**config.mk**
```make
export PLATFORM = sky130hd
export DESIGN_NAME = tick_task_scheduler
export DESIGN_NICKNAME = d
export VERILOG_FILES = /design/src/design/tts_pkg.sv /design/src/design/tts_ram.sv /design/src/design/tts_scan.sv /design/src/design/tick_task_scheduler.sv
export SDC_FILE = /design/constraint.sdc
export NUM_CORES = 1
export LEC_CHECK = 0
export BUFFER_PORTS_ARGS = -buffer_cell sky130_fd_sc_hd__buf_2
export CAP_MARGIN = 20
export CORE_ASPECT_RATIO = 0.5
export CORE_MARGIN = 3
export CORE_UTILIZATION = 55
export CTS_CLUSTER_DIAMETER = 80
export CTS_CLUSTER_SIZE = 10
export DETAILED_ROUTE_END_ITERATION = 16
export PLACE_DENSITY = 0.81
export SLEW_MARGIN = 20
export SYNTH_ARGS = -nofsm -noshare
export SYNTH_HDL_FRONTEND = slang
export SYNTH_SLANG_ARGS = --single-unit
```
**constraint.sdc**
```tcl
create_clock -name aclk -period 15.9 [get_ports aclk]
set_input_delay 3.18 -clock aclk [delete_from_list [all_inputs] [get_ports aclk]]
set_output_delay 3.18 -clock aclk [all_outputs]
set_load 0.01 [all_outputs]
```
**src/design/tts_pkg.sv**
```systemverilog
`default_nettype none

package tts_pkg;

    // Table geometry
    localparam int MAX_TASKS = 16;
    localparam int IDX_W     = $clog2(MAX_TASKS);
    localparam int CNT_W     = $clog2(MAX_TASKS + 1);

    // Field widths
    localparam int SLOT_W   = 4;
    localparam int ARR_W    = 16;
    localparam int BURST_W  = 16;
    localparam int PRIO_W   = 10;
    localparam int TIME_W   = 32;
    localparam int POLICY_W = 2;
    localparam int TCOUNT_W = 5;

    // Configuration port
    localparam int CFG_IDX_W  = 2;
    localparam int CFG_DATA_W = 5;
    localparam logic [CFG_IDX_W-1:0] CFG_POLICY     = 2'd0;
    localparam logic [CFG_IDX_W-1:0] CFG_TASK_COUNT = 2'd1;

    // Scheduling policies
    localparam logic [POLICY_W-1:0] POL_FCFS = 2'd0;
    localparam logic [POLICY_W-1:0] POL_SRTF = 2'd1;
    localparam logic [POLICY_W-1:0] POL_PRIO = 2'd2;

    // Request opcodes
    localparam logic OP_LOAD = 1'b0;
    localparam logic OP_TICK = 1'b1;

    typedef struct packed {
        logic                op;
        logic [SLOT_W-1:0]   slot;
        logic [ARR_W-1:0]    arrival;
        logic [BURST_W-1:0]  burst;
        logic [PRIO_W-1:0]   prio;
    } in_item_t;

    typedef struct packed {
        logic                ran;
        logic [SLOT_W-1:0]   task_res;
        logic [TIME_W-1:0]   tick_time;
        logic                finished;
        logic                all_done;
    } out_item_t;

    // One task table entry as stored in the RAM
    typedef struct packed {
        logic [ARR_W-1:0]    arrival;
        logic [BURST_W-1:0]  remain;
        logic [PRIO_W-1:0]   prio;
    } entry_t;

    localparam int ENTRY_W = $bits(entry_t);

    // Read issued to the scan unit, one slot per cycle
    typedef struct packed {
        logic                valid;
        logic [IDX_W-1:0]    idx;
        logic                done;
    } scan_req_t;

    // Running winner of the scan
    typedef struct packed {
        logic                busy;
        logic                found;
        logic [IDX_W-1:0]    idx;
        entry_t              entry;
    } scan_best_t;

    // Primary ordering key of an entry under a policy; unused code acts as FCFS
    function automatic logic [ARR_W-1:0] key_of(input entry_t e,
                                                input logic [POLICY_W-1:0] pol);
        logic [ARR_W-1:0] k;
        case (pol)
            POL_SRTF: k = e.remain;
            POL_PRIO: k = ARR_W'(e.prio);
            default:  k = e.arrival;
        endcase
        return k;
    endfunction

endpackage

`default_nettype wire

```
**src/design/tts_ram.sv**
```systemverilog
`default_nettype none

module tts_ram #(
    parameter int WIDTH = 8,
    parameter int DEPTH = 16
) (
    input  wire logic                     aclk,
    input  wire logic                     we,
    input  wire logic [$clog2(DEPTH)-1:0] waddr,
    input  wire logic [WIDTH-1:0]         wdata,
    input  wire logic [$clog2(DEPTH)-1:0] raddr,
    output logic      [WIDTH-1:0]         rdata
);

    logic [WIDTH-1:0] mem [DEPTH];

    // Write port and registered read port
    always_ff @(posedge aclk) begin
        if (we) begin
            mem[waddr] <= wdata;
        end
        rdata <= mem[raddr];
    end

endmodule

`default_nettype wire

```
**src/design/tts_scan.sv**
```systemverilog
`default_nettype none

module tts_scan import tts_pkg::*; (
    input  wire logic                aclk,
    input  wire logic                aresetn,
    input  wire logic                clear,
    input  wire scan_req_t           req,
    input  wire entry_t              rd_entry,
    input  wire logic [POLICY_W-1:0] policy,
    input  wire logic [TIME_W-1:0]   cur_time,
    output scan_best_t               best
);

    scan_req_t        req_d_reg;
    logic             found_reg;
    logic [IDX_W-1:0] idx_reg;
    entry_t           entry_reg;

    logic             eligible;
    logic             better;
    logic [ARR_W-1:0] key_new;
    logic [ARR_W-1:0] key_best;

    // Compare the entry just read against the running winner
    always_comb begin
        key_new  = key_of(rd_entry, policy);
        key_best = key_of(entry_reg, policy);
        eligible = req_d_reg.valid && !req_d_reg.done
                   && (TIME_W'(rd_entry.arrival) <= cur_time);
        better   = !found_reg || (key_new < key_best)
                   || ((key_new == key_best) && (rd_entry.arrival < entry_reg.arrival));
    end

    // Align the request with the RAM read latency and track the winner
    always_ff @(posedge aclk) begin
        if (!aresetn) begin
            req_d_reg <= '0;
            found_reg <= 1'b0;
        end else begin
            req_d_reg <= req;
            if (clear) begin
                found_reg <= 1'b0;
            end else if (eligible && better) begin
                found_reg <= 1'b1;
            end
        end
    end

    // Hold the winner's slot and entry
    always_ff @(posedge aclk) begin
        if (!clear && eligible && better) begin
            idx_reg   <= req_d_reg.idx;
            entry_reg <= rd_entry;
        end
    end

    assign best.busy  = req_d_reg.valid;
    assign best.found = found_reg;
    assign best.idx   = idx_reg;
    assign best.entry = entry_reg;

endmodule

`default_nettype wire

```
**src/design/tick_task_scheduler.sv**
```systemverilog
// Tick task scheduler: a table of up to MAX_TASKS tasks with one pick per tick.
// Input channel (s_valid/s_ready/s_data) takes one request at a time: a load
// writes one slot of the task table, a tick picks and runs one eligible task.
// Result channel (m_valid/m_ready/m_data) returns exactly one item per request.
// Configuration channel (cfg_valid/cfg_ready/cfg_index/cfg_data) is always
// ready; index 0 sets the policy, index 1 the number of slots in use.
// A load writes its slot, a tick with all tasks done goes straight to the
// result, and any other tick scans the slots in use. The scan reads one table
// entry per cycle through the single read port of the task RAM and compares it
// against the running winner; the winner is then written back through the same
// RAM before the result goes to the output register.
// A new request is taken as soon as the previous one has been handed to the
// output register, even while that result still waits for m_ready. If the
// receiver stalls with a result pending, the next finished result waits in
// the block and s_ready stays low until the output register frees up.
// Reset marks every slot done, clears time, policy and task count; the task
// table itself holds no value until a load writes it.
`default_nettype none

module tick_task_scheduler import tts_pkg::*; (
    input  wire logic                  aclk,
    input  wire logic                  aresetn,
    input  wire logic                  s_valid,
    output logic                       s_ready,
    input  wire in_item_t              s_data,
    output logic                       m_valid,
    input  wire logic                  m_ready,
    output out_item_t                  m_data,
    input  wire logic                  cfg_valid,
    output logic                       cfg_ready,
    input  wire logic [CFG_IDX_W-1:0]  cfg_index,
    input  wire logic [CFG_DATA_W-1:0] cfg_data
);

    localparam logic [2:0] ST_IDLE  = 3'd0;
    localparam logic [2:0] ST_LOAD  = 3'd1;
    localparam logic [2:0] ST_SCAN  = 3'd2;
    localparam logic [2:0] ST_WRITE = 3'd3;
    localparam logic [2:0] ST_EMIT  = 3'd4;

    logic [2:0]           state_reg;
    logic [2:0]           state_next;
    in_item_t             req_reg;
    out_item_t            res_reg;
    out_item_t            m_data_reg;
    logic                 m_valid_reg;
    logic [TIME_W-1:0]    time_reg;
    logic [POLICY_W-1:0]  policy_reg;
    logic [TCOUNT_W-1:0]  count_reg;
    logic [MAX_TASKS-1:0] done_reg;
    logic [CNT_W-1:0]     issue_cnt_reg;

    logic [CNT_W-1:0]     active_n;
    logic                 all_done;
    logic                 accept;
    logic                 emit_fire;
    logic                 slot_ok;
    logic [BURST_W-1:0]   new_rem;

    logic                 ram_we;
    logic [IDX_W-1:0]     ram_waddr;
    entry_t               ram_wdata;
    logic [IDX_W-1:0]     ram_raddr;
    entry_t               ram_rdata;

    scan_req_t            scan_req;
    scan_best_t           scan_best;
    logic                 scan_clear;

    // Clamp the task count and check whether every active slot is done
    always_comb begin
        active_n = (32'(count_reg) > 32'(MAX_TASKS)) ? CNT_W'(MAX_TASKS)
                                                     : CNT_W'(count_reg);
        all_done = 1'b1;
        for (int i = 0; i < MAX_TASKS; i++) begin
            if ((CNT_W'(i) < active_n) && !done_reg[i]) begin
                all_done = 1'b0;
            end
        end
    end

    assign s_ready    = (state_reg == ST_IDLE);
    assign accept     = s_valid && s_ready;
    assign emit_fire  = (state_reg == ST_EMIT) && (!m_valid_reg || m_ready);
    assign slot_ok    = (32'(req_reg.slot) < 32'(MAX_TASKS));
    assign scan_clear = accept;
    assign cfg_ready  = 1'b1;

    // Decrement the winner's remaining work, never below zero
    assign new_rem = (scan_best.entry.remain != '0)
                     ? scan_best.entry.remain - BURST_W'(1) : '0;

    // Issue one table read per cycle during the scan
    always_comb begin
        scan_req.valid = (state_reg == ST_SCAN) && (issue_cnt_reg < active_n);
        scan_req.idx   = issue_cnt_reg[IDX_W-1:0];
        scan_req.done  = done_reg[issue_cnt_reg[IDX_W-1:0]];
        ram_raddr      = issue_cnt_reg[IDX_W-1:0];
    end

    // Select the RAM write: a load fills a slot, a run writes back the winner
    always_comb begin
        ram_we    = 1'b0;
        ram_waddr = IDX_W'(req_reg.slot);
        ram_wdata.arrival = req_reg.arrival;
        ram_wdata.remain  = req_reg.burst;
        ram_wdata.prio    = req_reg.prio;
        if (state_reg == ST_LOAD) begin
            ram_we = slot_ok;
        end else if (state_reg == ST_WRITE) begin
            ram_we    = scan_best.found;
            ram_waddr = scan_best.idx;
            ram_wdata.arrival = scan_best.entry.arrival;
            ram_wdata.remain  = new_rem;
            ram_wdata.prio    = scan_best.entry.prio;
        end
    end

    // Advance the request sequencer
    always_comb begin
        state_next = state_reg;
        unique case (state_reg)
            ST_IDLE: begin
                if (accept) begin
                    if (s_data.op == OP_LOAD) begin
                        state_next = ST_LOAD;
                    end else if (all_done) begin
                        state_next = ST_EMIT;
                    end else begin
                        state_next = ST_SCAN;
                    end
                end
            end
            ST_LOAD:  state_next = ST_EMIT;
            ST_SCAN: begin
                if (!scan_req.valid && !scan_best.busy) begin
                    state_next = ST_WRITE;
                end
            end
            ST_WRITE: state_next = ST_EMIT;
            ST_EMIT: begin
                if (emit_fire) begin
                    state_next = ST_IDLE;
                end
            end
            default:  state_next = ST_IDLE;
        endcase
    end

    // Control state: sequencer, done marks, time, configuration, output valid
    always_ff @(posedge aclk) begin
        if (!aresetn) begin
            state_reg     <= ST_IDLE;
            done_reg      <= '1;
            time_reg      <= '0;
            policy_reg    <= POL_FCFS;
            count_reg     <= '0;
            issue_cnt_reg <= '0;
            m_valid_reg   <= 1'b0;
        end else begin
            state_reg <= state_next;
            if (accept) begin
                issue_cnt_reg <= '0;
            end else if (scan_req.valid) begin
                issue_cnt_reg <= issue_cnt_reg + CNT_W'(1);
            end
            if ((state_reg == ST_LOAD) && slot_ok) begin
                done_reg[IDX_W'(req_reg.slot)] <= (req_reg.burst == '0);
            end
            if (state_reg == ST_WRITE) begin
                if (scan_best.found && (new_rem == '0)) begin
                    done_reg[scan_best.idx] <= 1'b1;
                end
                if (time_reg != '1) begin
                    time_reg <= time_reg + TIME_W'(1);
                end
            end
            if (cfg_valid && cfg_ready) begin
                unique case (cfg_index)
                    CFG_POLICY:     policy_reg <= cfg_data[POLICY_W-1:0];
                    CFG_TASK_COUNT: count_reg  <= cfg_data[TCOUNT_W-1:0];
                    default:        ;
                endcase
            end
            if (emit_fire) begin
                m_valid_reg <= 1'b1;
            end else if (m_ready) begin
                m_valid_reg <= 1'b0;
            end
        end
    end

    // Payload: hold the request, build the result, load the output register
    always_ff @(posedge aclk) begin
        if (accept) begin
            req_reg            <= s_data;
            res_reg.ran        <= 1'b0;
            res_reg.task_res   <= '0;
            res_reg.tick_time  <= time_reg;
            res_reg.finished   <= 1'b0;
            res_reg.all_done   <= all_done;
        end
        if ((state_reg == ST_WRITE) && scan_best.found) begin
            res_reg.ran      <= 1'b1;
            res_reg.task_res <= SLOT_W'(scan_best.idx);
            res_reg.finished <= (new_rem == '0);
        end
        if (emit_fire) begin
            m_data_reg <= res_reg;
        end
    end

    assign m_valid = m_valid_reg;
    assign m_data  = m_data_reg;

    tts_ram #(
        .WIDTH (ENTRY_W),
        .DEPTH (MAX_TASKS)
    ) u_table (
        .aclk  (aclk),
        .we    (ram_we),
        .waddr (ram_waddr),
        .wdata (ram_wdata),
        .raddr (ram_raddr),
        .rdata (ram_rdata)
    );

    tts_scan u_scan (
        .aclk     (aclk),
        .aresetn  (aresetn),
        .clear    (scan_clear),
        .req      (scan_req),
        .rd_entry (ram_rdata),
        .policy   (policy_reg),
        .cur_time (time_reg),
        .best     (scan_best)
    );

endmodule

`default_nettype wire

```
==> impl_metrics.tcl, run 1 <==
set metrics [dict create \
    status "finished, final reports clean" \
    fp.coreArea_mm2 0.0675 \
    synth-main-ff-cell "edfxtp_1" \
    synth_area_per_cell_um2 18.2 \
    io_pins 101 \
    synth_compound_area_frac 0.0379 \
    drt_wl_total_mm 91.9 \
    dieHeight_um 191 \
    synth-xor-area-share 0.00858 \
    setup_slack_ns 10.79 \
    setup_viol 0 \
    antenna_found_initial 2 \
    cts_max_level 3 \
    hold_viol_final 0 \
    fin_crit_sh 0.322 \
    synth_top_family_by_area "multiplexers" \
    yosysUniqueCellTypes 67 \
    yosysWarningCount 0 \
    ir_drop_mv 0.0750 \
    drtPass1Iterations 9 \
    drv_cap 0 \
    fin_skew_ns 0.0319 \
    clkTransAtPathRegs_ns 0.06 \
    max_freq_mhz 196 \
    synth_area_leader_cell "edfxtp_1" \
    drv_slew 0 \
    async_flop_share 0 \
    power.density_mw_per_mm2 121 \
    drc 0 \
    synth_commonest_cells "841 x edfxtp_1, 215 x mux4_2, 117 x nand2_1" \
    rows 67 \
    grt_usage 0.258 \
    synthAdderAreaFrac 0.0186 \
    grt_max_degree 80 \
    cts_resized 0 \
    vias_per_cell 6.56 \
    grt_pass1_vias 21200 \
    yosysSeqAreaShare 0.729 \
    grt-ovfl-total 0 \
    final_antenna_net_count 0 \
    synthTopCellsByArea "edfxtp_1 67%, mux4_2 13%, dfxtp_1 6.0%" \
    nets 2348 \
    synthesis.area_mm2 0.0378 \
    dp.final_hpwl_mm 50.2 \
    relSlewSlack 0.213 \
    timing.hold.ws_ns 0.408 \
    post_cts_buffers 0 \
    tightestPinTransition_ns 1.18 \
    largest_register_ffs 672 \
    cp-start-kind "flip-flop" \
    rsz0062_at_grt "false" \
    grt_pass1_wl_mm 136 \
    cts_root_buf "clkbuf_16" \
    worst-path-max-fanout 15 \
    hold_buffers 0 \
    period_needed_ns 5.11 \
    synth-edff-count 841 \
    cts_buffers 105 \
    place_ws_ns 10.35 \
    required_ns 12.72 \
    power_mw 5.15 \
    routabilityCongestion 0.933 \
    final_util 0.632 \
    worstHoldPathType "flip-flop to flip-flop" \
    leakage_nw 13.6 \
    area.growth.synth_to_final_pct 13.0 \
    synthCells 2075 \
    synth-simple-area-share 0.0538 \
    die_w_um 377 \
    die_area_mm2 0.0720 \
    netlist.area_leader.share 0.669 \
    io_buffers 99 \
    routedWlPerCell_um 28.5 \
    fin_tns_setup_ns 0 \
    ys_ff_latch 955 \
    end_kind "output port" \
    drtIter0Drc 3335 \
    start_util 0.559 \
    num_vias 21100 \
    cts_max_path_buffers 3 \
    insertion_delay_ns 0.68 \
    crit_type "flip-flop to output port" \
    final_layout_size_suffix_gt1_frac 0.235 \
    cts_sinks 955 \
    arrival_ns 1.93 \
    synthMuxAreaShare 0.136 \
    synth_most_common_cell "edfxtp_1" \
    cts_tree "built" \
    syn_nets 2190 \
    fillers 4292 \
]
[worst max-delay path: stages, from the launching register on]
cell and delay [ns]:
dfxtp_1 0.47, nor3_1 0.56, buf_2 0.25
[routing by layer]
| metal | vias to the layer above | part of all wire | global-route usage |
|---|---|---|---|
| li1 | 8650 | - | - |
| met1 | 10700 | 0.37 | 0.349 |
| met2 | 1534 | 0.48 | 0.416 |
| met3 | 289 | 0.11 | 0.0569 |
| met4 | 2 | 0.041 | 0.102 |
| met5 | - | 0.00016 | 0 |
[layout make-up]
type                       instances  area (µm²)  share of cell area
clock buffer                     192        3050              0.0715
timing repair buffer             157         935              0.0219
inverter                          45         170             0.00399
antenna                            1        2.50           0.0000587
multi-input combinational        969        9760               0.229
sequential                       955       27500               0.646
tap                              897        1120              0.0263
clock inverter                     4        65.1             0.00153
[worst paths after layout]
check	depth (start not counted)	slack (ns)	from	endpoint
setup / recovery	2	10.79	state_reg[1]	s_ready
setup reg to reg	11	10.81	policy_reg[0]	u_scan.best[4]
hold / removal	0	0.41	u_scan.req_d_reg[1]	u_scan.idx_reg[0]
hold reg to reg	0	0.41	u_scan.req_d_reg[1]	u_scan.idx_reg[0]
[kinds of logic after synthesis]
family / Yosys count
flops: 955
simple gates: 410
mux: 241
compound gates: 224
buf+inv: 151
fa+ha+maj: 56
xor+xnor: 37
other cells: 1
[cell usage in the layout (no fill, tap or decap), types with 16 or more instances in the layout]
master | netlist | layout
o21ai_0 | 75 | 70
nor4_1 | 21 | 21
nor2_1 | 111 | 95
buf_2 | 21 | 99
xnor2_1 | 26 | 26
mux4_2 | 215 | 215
inv_1 | 45 | 44
a21oi_1 | 52 | 52
nand3_1 | 25 | 25
nand2_1 | 117 | 117
edfxtp_1 | 841 | 841
clkbuf_1 | 70 | 82
clkbuf_16 | 0 | 109
ha_1 | 56 | 54
nor2_4 | 0 | 16
nand4_1 | 16 | 16
a22oi_1 | 21 | 21
dfxtp_1 | 114 | 110
buf_4 | 3 | 57
nor3_1 | 28 | 27
[per-stage QoR]
stage,cell area [µm²],cells
6_report,42700,3220
4_1_cts,42600,3219
2_1_floorplan,37800,2075
3_3_place_gp,39500,3023
3_5_place_dp,39500,3023
5_1_grt,42700,3219
[power breakdown]
part	leakage (nW)	switching [mW]	internal, mW
Combinational	3.59	0.0928	0.0351
Clock	1.48	0.946	1.29
Sequential	8.57	0.0157	2.77
Total	13.6	1.05	4.09
No activity file was read; power rests on OpenSTA's default activity.
==> run 2, diff against run 1 <==
--- a/config.mk
+++ b/config.mk
@@ -5,6 +5,7 @@
 export SDC_FILE = /design/constraint.sdc
 export NUM_CORES = 1
 export LEC_CHECK = 0
+export ABC_AREA = 1
 export BUFFER_PORTS_ARGS = -buffer_cell sky130_fd_sc_hd__buf_2
 export CAP_MARGIN = 20
 export CORE_ASPECT_RATIO = 0.5
==> constraint.sdc (replaced) <==
create_clock -name aclk -period 5.3 [get_ports aclk]
set_input_delay 1.06 -clock aclk [delete_from_list [all_inputs] [get_ports aclk]]
set_output_delay 1.06 -clock aclk [all_outputs]
set_load 0.01 [all_outputs]
==> impl_metrics.tcl, run 2 <==
set metrics [dict create \
    required_ns 5.64 \
    synth_most_common_cell "edfxtp_1" \
    leakage_nw 15.0 \
    clkTransAtPathRegs_ns 0.06 \
    fin_tns_setup_ns 0 \
    hold_buffers 0 \
    die_area_mm2 0.0739 \
    tightestPinTransition_ns 1.16 \
    period_needed_ns 4.27 \
    synth_commonest_cells "841 x edfxtp_1, 487 x nor2_1, 427 x o21ai_0" \
    dp.final_hpwl_mm 61.3 \
    async_flop_share 0 \
    syn_nets 3354 \
    dp_cells 4186 \
    regToRegSetupSlack_ns 1.03 \
    die_w_um 382 \
    vias_per_cell 6.25 \
    grt-ovfl-total 0 \
    cts_sinks 955 \
    fillers 4889 \
    synthesis.area_mm2 0.0388 \
    antenna_found_initial 6 \
    cts_max_path_buffers 3 \
    num_vias 27200 \
    synth-main-ff-cell "edfxtp_1" \
    regArea_mm2 0.0275 \
    setup_viol 0 \
    synth-edff-count 841 \
    ir_drop_mv 0.293 \
    cpLargestDelayFamily "simple AND/OR/NAND/NOR gates" \
    cts_root_buf "clkbuf_16" \
    min_from "u_scan.req_d_reg[3]" \
    grt_pass1_wl_mm 153 \
    io_buffers 99 \
    timing.hold.ws_ns 0.404 \
    nets 3464 \
    path_cells "inv_1 > ha_1 > clkinv_1 > o221ai_1 > o21ai_0 > ha_1 > nand4_1 > or2_2 > nor4_1 > nand3_1 > nand2_1 > inv_1 > nor2_4 > buf_12" \
    drv_slew 0 \
    drtPass1Iterations 8 \
    routedWlPerCell_um 23.6 \
    cts_tree "built" \
    crit_type "flip-flop to flip-flop" \
    arrival_ns 4.62 \
    rsz0062_at_grt "false" \
    synthTopCellsByArea "edfxtp_1 65%, dfxtp_1 5.9%, o21ai_0 5.5%" \
    drc 0 \
    grt_pass1_vias 26100 \
    final_util 0.629 \
    drtIter0Drc 3923 \
    power.density_mw_per_mm2 426 \
    worst-path-stages 14 \
    cp_slowest_cell "clkinv_1" \
    holdPathStages 0 \
    ys_ff_latch 955 \
    drv_cap 0 \
    cpPeakStageDelay_ns 0.66 \
    area.growth.synth_to_final_pct 12.4 \
    cp-start-kind "flip-flop" \
    critPathBufInv 4 \
    cts_resized 0 \
    netlist.area_leader.share 0.651 \
    io_pins 101 \
    relSlewSlack 0.221 \
    rows 68 \
    whs_endpoint "u_scan.idx_reg[2]" \
    worst-path-max-fanout 27 \
    grt_usage 0.271 \
    largest_register_ffs 672 \
    yosysWarningCount 0 \
    mostFrequentLayoutCells "841 x edfxtp_1, 467 x nor2_1, 427 x o21ai_0" \
    final_layout_size_suffix_gt1_frac 0.108 \
    synth_area_leader_cell "edfxtp_1" \
    final_cells 4350 \
    max_freq_mhz 234 \
    yosysSeqAreaShare 0.710 \
    final_antenna_net_count 0 \
    fp.coreArea_mm2 0.0693 \
    fin_skew_ns 0.0576 \
    synth_area_per_cell_um2 12.0 \
    hold_viol_final 0 \
    end_kind "flip-flop" \
    r2r-start "policy_reg[0]" \
    dieHeight_um 194 \
    design_area_mm2 0.0436 \
    rr_worst_depth 14 \
    routabilityCongestion 0.941 \
    synthCells 3239 \
    post_cts_buffers 0 \
    yosysUniqueCellTypes 47 \
    worstHoldPathType "flip-flop to flip-flop" \
    final_common_cell "edfxtp_1" \
    multi_input_area_mm2 0.0101 \
    insertion_delay_ns 0.70 \
    cts_buffers 105 \
    place_area_mm2 0.0406 \
    drt_wl_total_mm 103 \
    r2r-end "u_scan.best[24]" \
    start_util 0.559 \
    fin_crit_sh 0.806 \
    status "finished, final reports clean" \
    cts_max_level 3 \
    grt_max_degree 165 \
]
## run 2: cell count changes in the layout (fill, tap and decap cells not counted), moves of 40 or more
| cell | before | now |
|---|---|---|
| o22ai_1 | 1 | 100 |
| nor2_1 | 95 | 467 |
| nand3_1 | 25 | 130 |
| o221ai_1 | 0 | 77 |
| o21ai_0 | 70 | 427 |
| inv_1 | 44 | 139 |
| nand2_1 | 117 | 389 |
| mux4_2 | 215 | 0 |
| a21oi_1 | 52 | 92 |
## run 2: power by group
part	internal, mW	total (mW)	switching (mW)	leakage (nW)
registers	9.24	9.50	0.261	8.57
clock network	3.64	6.48	2.84	1.41
logic	0.644	2.59	1.94	5.07
total	13.5	18.6	5.04	15.0
## run 2: worst reg2reg max path: stages (launching register included)
cell and delay [ns]:
dfxtp_1 0.34, inv_1 0.06, ha_1 0.58, clkinv_1 0.66, o221ai_1 0.23, o21ai_0 0.12
ha_1 0.32, nand4_1 0.10, or2_2 0.32, nor4_1 0.20, nand3_1 0.11, nand2_1 0.09
inv_1 0.06, nor2_4 0.48, buf_12 0.27
## run 2: cell families after synthesis
| logic type | count (synthesis) | synth area share |
|---|---|---|
| DFF | 955 | 0.710 |
| buffers and inverters | 333 | 0.0335 |
| and+or+nand+nor | 1110 | 0.120 |
| xor gates and xnor gates | 22 | 0.00497 |
| AOI/OAI and AO/OA | 762 | 0.113 |
| adders and majority gates | 56 | 0.0181 |
| other | 1 | 0.0000967 |
## run 2: cell type report
class / count / share of cell area
repair buffers: 176 / 0.0268
flip-flops and latches: 955 / 0.632
diodes: 1 / 0.0000574
inverters: 160 / 0.0140
multi-input cells: 1951 / 0.232
clock inverters: 8 / 0.00370
well taps: 945 / 0.0271
clock buffers: 154 / 0.0645
## run 2: per-layer routing
metal  vias to the layer above  track usage  wire (µm)
li1                      12000            -          -
met1                     13000        0.370      38400
met2                      1878        0.419      46400
met3                       280       0.0782      14100
met4                         4       0.0986       3600
met5                         -            0         33
## run 2: how the worst max path moves through the flow
stage | from | endpoint | slack (ns)
floorplan | policy_reg[0] | u_scan.best[0] | 0.38
global placement | policy_reg[0] | u_scan.best[4] | 1.22
detailed placement | policy_reg[0] | u_scan.best[4] | 1.06
CTS | policy_reg[0] | u_scan.best[24] | 1.03
global route | policy_reg[0] | u_scan.best[24] | 0.64
finish | policy_reg[0] | u_scan.best[24] | 1.03
## run 2: metrics by stage
stage | power [mW] | setup WS [ns]
3_3_place_gp | 12.0 | 1.22
6_report | 18.6 | 1.03
4_1_cts | 18.5 | 1.03
2_1_floorplan | 11.0 | 0.384
5_1_grt | 19.1 | 0.641
3_5_place_dp | 12.1 | 1.06
